$ cat config.mk
export PLATFORM = sky130hd
export DESIGN_NAME = dirty_rectangle_coalescer
export DESIGN_NICKNAME = d
export VERILOG_FILES = /design/src/hdl/drc_pkg.sv /design/src/hdl/drc_box_unit.sv /design/src/hdl/dirty_rectangle_coalescer.sv
export SDC_FILE = /design/constraint.sdc
export NUM_CORES = 1
export LEC_CHECK = 0
export ABC_AREA = 1
export BUFFER_PORTS_ARGS = -buffer_cell sky130_fd_sc_hd__clkbuf_2
export CORE_UTILIZATION = 57
export DETAILED_ROUTE_END_ITERATION = 10
export PLACE_DENSITY_LB_ADDON = 0.12
export RECOVER_POWER = 100
export SLEW_MARGIN = 20
export SYNTH_ARGS = -nofsm -noshare
export SYNTH_HDL_FRONTEND = slang
export SYNTH_HIERARCHICAL = 1
export SYNTH_SLANG_ARGS = --single-unit
$ cat constraint.sdc
create_clock -name i_clk -period 7.1 [get_ports i_clk]
set_clock_uncertainty 0.15 [all_clocks]
set_input_delay 0.71 -clock i_clk [delete_from_list [all_inputs] [get_ports i_clk]]
set_output_delay 0.71 -clock i_clk [all_outputs]
set_load 0.005 [all_outputs]
$ cat src/hdl/drc_pkg.sv
// shared types and constants for the dirty rectangle coalescer
// no dependencies; used by drc_box_unit and dirty_rectangle_coalescer
package drc_pkg;

    localparam int MAX_RECTS_DEF = 8;
    localparam int COORD_W       = 12;
    localparam int MERGE_GAP     = 8;

    localparam logic [COORD_W-1:0] SCREEN_WIDTH_RST   = 12'd512;
    localparam logic [COORD_W-1:0] VISIBLE_HEIGHT_RST = 12'd342;

    // configuration register indexes
    localparam logic [1:0] REG_SCREEN_WIDTH   = 2'd0;
    localparam logic [1:0] REG_VISIBLE_HEIGHT = 2'd1;

    // request codes
    localparam logic [1:0] REQ_ADD   = 2'd0;
    localparam logic [1:0] REQ_DRAIN = 2'd1;
    localparam logic [1:0] REQ_CLEAR = 2'd2;

    // x in the lowest bits, h in the highest
    typedef struct packed {
        logic [COORD_W-1:0] h;
        logic [COORD_W-1:0] w;
        logic [COORD_W-1:0] y;
        logic [COORD_W-1:0] x;
    } t_box;

    typedef struct packed {
        logic near;
        t_box uni;
    } t_box_res;

endpackage

$ cat src/hdl/drc_box_unit.sv
// shared compare and union unit: proximity test of a candidate box against
// one stored box and their bounding-box union; depends on drc_pkg
module drc_box_unit (
    input  drc_pkg::t_box     i_cand,
    input  drc_pkg::t_box     i_ent,
    output drc_pkg::t_box_res o_res
);

    localparam int SW = drc_pkg::COORD_W + 2;

    logic [SW-1:0] c_x, c_y, c_x1, c_y1;
    logic [SW-1:0] e_x, e_y, e_x1, e_y1;
    logic [SW-1:0] gap;
    logic [SW-1:0] u_x0, u_y0, u_x1, u_y1, u_w, u_h;

    always_comb begin
        gap  = SW'(drc_pkg::MERGE_GAP);
        c_x  = SW'(i_cand.x);
        c_y  = SW'(i_cand.y);
        c_x1 = SW'(i_cand.x) + SW'(i_cand.w);
        c_y1 = SW'(i_cand.y) + SW'(i_cand.h);
        e_x  = SW'(i_ent.x);
        e_y  = SW'(i_ent.y);
        e_x1 = SW'(i_ent.x) + SW'(i_ent.w);
        e_y1 = SW'(i_ent.y) + SW'(i_ent.h);

        // overlap or within the merge gap on both axes
        o_res.near = (c_x < e_x1 + gap) && (e_x < c_x1 + gap) &&
                     (c_y < e_y1 + gap) && (e_y < c_y1 + gap);

        u_x0 = (c_x < e_x) ? c_x : e_x;
        u_y0 = (c_y < e_y) ? c_y : e_y;
        u_x1 = (c_x1 > e_x1) ? c_x1 : e_x1;
        u_y1 = (c_y1 > e_y1) ? c_y1 : e_y1;
        u_w  = u_x1 - u_x0;
        u_h  = u_y1 - u_y0;

        o_res.uni.x = u_x0[drc_pkg::COORD_W-1:0];
        o_res.uni.y = u_y0[drc_pkg::COORD_W-1:0];
        o_res.uni.w = u_w[drc_pkg::COORD_W-1:0];
        o_res.uni.h = u_h[drc_pkg::COORD_W-1:0];
    end

endmodule

$ cat src/hdl/dirty_rectangle_coalescer.sv
// Dirty rectangle coalescer. One request is taken at a time; ready is low
// while it is worked on. An add is first clipped in the clip state and then
// walks the stored entries in order through the shared compare/union unit,
// stopping at the first entry less than 8 pixels away; a dropped box or an
// empty list finishes in the clip state, with no hit it appends, or on a full
// list it unites into entry 0 in a separate full state. A drain emits one
// rectangle per cycle from the entry store through the output register,
// slowed only by the master side, and a clear or unused code returns at once.
// The last drained rectangle may still wait in the output register while the
// next request is taken.
// depends on drc_pkg and drc_box_unit
module dirty_rectangle_coalescer #(
    parameter int MAX_RECTS = drc_pkg::MAX_RECTS_DEF
) (
    input  logic        i_clk,
    input  logic        i_rst_n,
    // configuration write channel
    input  logic        i_cfg_valid,
    output logic        o_cfg_ready,
    input  logic [1:0]  i_cfg_index,
    input  logic [11:0] i_cfg_data,
    // request stream
    input  logic        s_axis_tvalid,
    output logic        s_axis_tready,
    input  logic [63:0] s_axis_tdata,  // rect_x, rect_y, rect_w, rect_h
    input  logic [1:0]  s_axis_tuser,  // req_type
    // drained rectangle stream
    output logic        m_axis_tvalid,
    input  logic        m_axis_tready,
    output logic [47:0] m_axis_tdata,  // out_x, out_y, out_w, out_h
    output logic        m_axis_tlast   // last
);

    localparam int IW = (MAX_RECTS > 1) ? $clog2(MAX_RECTS) : 1;
    localparam int CW = $clog2(MAX_RECTS + 1);

    typedef enum logic [2:0] {
        S_IDLE,
        S_CLIP,
        S_SCAN,
        S_FULL,
        S_DRAIN
    } t_state;

    t_state                       r_state, n_state;
    logic [CW-1:0]                r_count, n_count;
    logic [IW-1:0]                r_idx, n_idx;
    logic [drc_pkg::COORD_W-1:0]  r_screen_width, r_visible_height;
    logic signed [15:0]           r_rx, r_ry, r_rw, r_rh;
    drc_pkg::t_box                r_cand, n_cand;
    drc_pkg::t_box                r_rd;
    drc_pkg::t_box                r_obox, n_obox;
    logic                         r_ovalid, n_ovalid;
    logic                         r_olast, n_olast;

    drc_pkg::t_box                r_store [MAX_RECTS];
    logic                         wr_en;
    logic [IW-1:0]                wr_addr;
    drc_pkg::t_box                wr_box;

    drc_pkg::t_box_res            unit_res;

    logic signed [17:0] x0, y0, w0, h0, x1, y1, w1, h1, w2, h2, lim_w, lim_h;
    logic               clip_empty;
    drc_pkg::t_box      clip_box;
    logic               in_xfer;
    logic               idx_last;

    assign s_axis_tready = (r_state == S_IDLE);
    assign o_cfg_ready   = 1'b1;
    assign m_axis_tvalid = r_ovalid;
    assign m_axis_tdata  = r_obox;
    assign m_axis_tlast  = r_olast;
    assign in_xfer       = s_axis_tvalid && s_axis_tready;
    assign idx_last      = ((CW'(r_idx) + CW'(1)) == r_count);

    drc_box_unit u_box (
        .i_cand (r_cand),
        .i_ent  (r_rd),
        .o_res  (unit_res)
    );

    // clip the raw rectangle to the screen
    always_comb begin
        x0    = 18'(r_rx);
        y0    = 18'(r_ry);
        w0    = 18'(r_rw);
        h0    = 18'(r_rh);
        lim_w = $signed({6'd0, r_screen_width});
        lim_h = $signed({6'd0, r_visible_height});
        x1    = (x0 < 0) ? 18'sd0 : x0;
        w1    = (x0 < 0) ? w0 + x0 : w0;
        y1    = (y0 < 0) ? 18'sd0 : y0;
        h1    = (y0 < 0) ? h0 + y0 : h0;
        w2    = (x1 + w1 > lim_w) ? lim_w - x1 : w1;
        h2    = (y1 + h1 > lim_h) ? lim_h - y1 : h1;
        clip_empty = (w0 <= 0) || (h0 <= 0) || (w2 <= 0) || (h2 <= 0);
        clip_box.x = x1[drc_pkg::COORD_W-1:0];
        clip_box.y = y1[drc_pkg::COORD_W-1:0];
        clip_box.w = w2[drc_pkg::COORD_W-1:0];
        clip_box.h = h2[drc_pkg::COORD_W-1:0];
    end

    always_comb begin
        n_state  = r_state;
        n_count  = r_count;
        n_idx    = '0;
        n_cand   = r_cand;
        n_obox   = r_obox;
        n_ovalid = r_ovalid;
        n_olast  = r_olast;
        wr_en    = 1'b0;
        wr_addr  = r_idx;
        wr_box   = unit_res.uni;

        if (r_ovalid && m_axis_tready) begin
            n_ovalid = 1'b0;
        end

        case (r_state)
            S_IDLE: begin
                if (in_xfer) begin
                    case (s_axis_tuser)
                        drc_pkg::REQ_ADD:   n_state = S_CLIP;
                        drc_pkg::REQ_DRAIN: n_state = (r_count == '0) ? S_IDLE : S_DRAIN;
                        drc_pkg::REQ_CLEAR: n_count = '0;
                        default:            n_state = S_IDLE;
                    endcase
                end
            end
            S_CLIP: begin
                n_cand = clip_box;
                if (clip_empty) begin
                    n_state = S_IDLE;
                end else if (r_count == '0) begin
                    wr_en   = 1'b1;
                    wr_addr = '0;
                    wr_box  = clip_box;
                    n_count = CW'(1);
                    n_state = S_IDLE;
                end else begin
                    n_state = S_SCAN;
                end
            end
            S_SCAN: begin
                if (unit_res.near) begin
                    wr_en   = 1'b1;
                    wr_addr = r_idx;
                    n_state = S_IDLE;
                end else if (idx_last) begin
                    if (r_count < CW'(MAX_RECTS)) begin
                        // no neighbor found: append
                        wr_en   = 1'b1;
                        wr_addr = r_count[IW-1:0];
                        wr_box  = r_cand;
                        n_count = r_count + CW'(1);
                        n_state = S_IDLE;
                    end else begin
                        n_state = S_FULL;
                    end
                end else begin
                    n_idx = r_idx + IW'(1);
                end
            end
            S_FULL: begin
                // list full: fold into entry 0
                wr_en   = 1'b1;
                wr_addr = '0;
                n_state = S_IDLE;
            end
            S_DRAIN: begin
                if (!r_ovalid || m_axis_tready) begin
                    n_ovalid = 1'b1;
                    n_obox   = r_rd;
                    n_olast  = idx_last;
                    if (idx_last) begin
                        n_count = '0;
                        n_state = S_IDLE;
                    end else begin
                        n_idx = r_idx + IW'(1);
                    end
                end else begin
                    n_idx = r_idx;
                end
            end
            default: n_state = S_IDLE;
        endcase
    end

    always_ff @(posedge i_clk) begin
        if (!i_rst_n) begin
            r_state          <= S_IDLE;
            r_count          <= '0;
            r_idx            <= '0;
            r_ovalid         <= 1'b0;
            r_screen_width   <= drc_pkg::SCREEN_WIDTH_RST;
            r_visible_height <= drc_pkg::VISIBLE_HEIGHT_RST;
        end else begin
            r_state  <= n_state;
            r_count  <= n_count;
            r_idx    <= n_idx;
            r_ovalid <= n_ovalid;
            if (i_cfg_valid && o_cfg_ready) begin
                case (i_cfg_index)
                    drc_pkg::REG_SCREEN_WIDTH:   r_screen_width   <= i_cfg_data;
                    drc_pkg::REG_VISIBLE_HEIGHT: r_visible_height <= i_cfg_data;
                    default: ;
                endcase
            end
        end
        r_cand  <= n_cand;
        r_obox  <= n_obox;
        r_olast <= n_olast;
        if (in_xfer) begin
            r_rx <= s_axis_tdata[15:0];
            r_ry <= s_axis_tdata[31:16];
            r_rw <= s_axis_tdata[47:32];
            r_rh <= s_axis_tdata[63:48];
        end
    end

    // entry store, read one address ahead of the sequencer
    always_ff @(posedge i_clk) begin
        if (wr_en) begin
            r_store[wr_addr] <= wr_box;
        end
        r_rd <= r_store[n_idx];
    end

endmodule

==> results.tsv <==
stage	metric	value	unit
critical_path	CP most frequent cell	nand2_1	
synthesis	syn_area_per_cell	8.89	sq um
drt	vias per cell	5.71	
synthesis	main combinational cell family by area after synthesis	simple AND/OR/NAND/NOR gates	
critical_path	CP delay by family, top	simple AND/OR/NAND/NOR gates	
critical_path	critical path arrival	6720	ps
hold_path	critical hold path startpoint	s_axis_tdata[21]	
finish	share of cells above drive strength 1	7.73	%
synthesis	area share of the largest cell type after synthesis	44.6	%
critical_path	Worst path slowest cell	clkbuf_1	
critical_path	critical path peak fanout	48	
global_routing	vias in the first global route	27400	
floorplan	Core Region	63300	sq um
clocking	CTS tree	done	
sta	setup ws final	483	ps
synthesis	Seq/Total Area, Yosys	49.2	%
floorplan	Die Y	256	um
floorplan	initial core utilization	57.9	%
drt	DRT Wirelength	101000	um
synthesis	Synth Area in Adders	10.1	%
critical_path	Required @ worst endpoint	7210	ps
synthesis	Warnings, synthesis	6	
clocking	TritonCTS Sinks	628	
sta	max_slew headroom	-126	%
critical_path	critical path's largest stage delay	510	ps
sta	Hold Vio Cnt, Final	0	
global_routing	largest net degree at the start of global routing	194	
power_and_ir_drop	leakage power	17.8	nW
clocking	CTS Buffer Depth	3	
sta	Fin Setup TNS	0	ps
clocking	H-tree Lvls	3	
synthesis	FFs w/ async S/R, synth	0	%
place	Placer Congestion	0.981	
finish	# diodes	0	
drt	ANT nets after route	0	
run_status	failing checks	max-capacitance violations, max-slew violations	
sta	Max Clock Freq	151	MHz
power_and_ir_drop	worst vdd ir	384	uV
floorplan	chip width	256	um
drt	initial drt markers	2748	
drt	Post-route DRC	0	
critical_path	Setup crit start	r_ry[15]$_DFFE_PP_	
finish	nets	4640	
synthesis	Top FF cell, synth	edfxtp_1	
run_status	status	finished with violations	
power_and_ir_drop	total power	0.0179	W
drt	via count	29500	
critical_path	critical path buffer and inverter count	4	
sta	Worst Hold Slack	113	ps
sta	Slew @ Worst Pin	3380	ps
floorplan	IO Count	137	
critical_path	CP startpoint kind	flop	
power_and_ir_drop	PD cells	440	nW/um^2
place	Placed Cells	5035	
synthesis	multiplexer share of the synthesized area	0	%
clocking	total CTS buffers	68	
floorplan	full die area	65300	sq um
synthesis	xor and xnor area share after synthesis	3.36	%
clocking	worst skew pair latency	620	ps
global_routing	first-pass GRT wire length	154000	um
synthesis	Post-synth top cells	nand2_1, edfxtp_1, inv_1, nor2_1, o21ai_0	
synthesis	Seq cells post-synth	628	
sta	Setup violations, final	0	
global_routing	initial antenna violation count	1	
synthesis	count leader, synth	nand2_1	
critical_path	reg2reg start	r_ry[15]$_DFFE_PP_	
synthesis	Net Count, Synth	4501	
global_routing	global route total overflow	0	
drt	Routed WL per cell	19.6	um
sta	post-layout min period	6620	ps
clocking	clk slew on worst S/H paths	50	ps
run	Max-cap violations	2	
drt	drt pass-1 iters	5	
synthesis	Netlist cell types	62	
place	dpl ws	206	ps
finish	P&R area growth vs syn	11.2	%
place	Buffers on Ports	135	
critical_path	Critical Path End Type	flop	
floorplan	FP Rows	92	
synthesis	Post-synth EDFFs	545	
synthesis	Synth Area in Simple Gates	18.0	%
place	Detail Placement HPWL	71600	um
synthesis	leading post-synthesis cells by cell area	edfxtp_1, ha_1, nand2_1	
synthesis	area leader, netlist	edfxtp_1	
sta	max-slew violation count	116	
finish	final cell count without fillers	5165	
synthesis	Syn Inst Count	4126	
hold_path	Hold Crit Class	input pin to flop	
sta	period utilization	93.2	%
synthesis	Syn Std Cell Area	36700	sq um
global_routing	GRT Overall Usage	30.4	%
synthesis	Synth Area in Compound Gates	12.7	%
critical_path	critical path class	flop to flop	
clocking	Root Buffer Master	clkbuf_16	
[metal layers]
layer | global-route usage [%] | vias to the layer above | part of all wire (%)
met5 | 0 | - | 0
met4 | 9.70 | 0 | 2.8
met3 | 5.18 | 157 | 8.3
met2 | 48.3 | 1119 | 45
met1 | 42.6 | 13800 | 44
li1 | - | 14400 | -
[path summary, 6_finish.rpt]
path	slack, ps	endpoint	cells after the start
setup / recovery	480	r_store[1][29]$_DFFE_PP_	33
hold / removal	110	r_ry[5]$_DFFE_PP_	1
setup reg to reg	480	r_store[1][29]$_DFFE_PP_	33
hold reg to reg	300	m_axis_tdata[45]$_DFFE_PP_	0
[layout by cell type (no fill, tap or decap), drive strengths merged, types with 41 or more instances in the layout]
master  count
xor2       97
o21ai     359
o22ai      99
ha        278
clkbuf    242
inv       501
nor2      404
a21oi     242
nand4      50
edfxtp    545
a22oi      47
nand2     936
dfxtp      83
buf        49
xnor2      41
nand3     168
[sequential cells by signal, summed over array words and instances (netlist names)]
| signal | cells |
|---|---|
| r_rx | 16 |
| r_store | 384 |
| r_visible_height | 12 |
| r_count | 4 |
| r_idx | 3 |
| r_rh | 16 |
| r_cand | 48 |
| m_axis_tdata | 48 |
| r_rw | 16 |
| m_axis_tlast | 1 |
| r_state | 3 |
| r_rd | 48 |
| m_axis_tvalid | 1 |
| r_screen_width | 12 |
| r_ry | 16 |
[layout make-up]
class                   instances  area (sq um)
clock inverters                32           255
well taps                     846          1060
fillers                      5297         22500
inverters                     498          1870
multi-input cells            2870         16300
clock buffers                  92          1910
repair buffers                199          1300
flip-flops and latches        628         18000
[power breakdown]
part / switching (W) / total (W) / internal, W
clock network: 0.00148 / 0.00343 / 0.00195
logic: 0.00622 / 0.00878 / 0.00256
registers: 0.000202 / 0.00574 / 0.00554
[metrics by stage]
step / instance area [sq um] / utilization (%)
finish: 40800 / 64.4
global route: 40800 / 64.4
CTS: 40800 / 64.4
detailed placement: 38600 / 61.0
global placement: 38600 / 61.0
floorplan: 36700 / -
[logic make-up (layout without fill, tap and decap cells)]
logic type | Yosys count | in the layout
AO/OA/AOI/OAI | 833 | 833
XOR/XNOR | 138 | 138
adder cells (fa/ha/maj) | 290 | 290
buffers and inverters | 628 | 821
flip-flops | 628 | 628
other | 1 | 1
AND/OR/NAND/NOR | 1608 | 1608
[timing repair]
| item | in CTS | in global routing |
|---|---|---|
| gates resized for setup | 0 | 6 |
| setup endpoints to repair | 0 | 760 |
| hold buffers | 0 | 0 |
| buffers inserted | 0 | 6 |
Power figures use the tool's default switching activity.
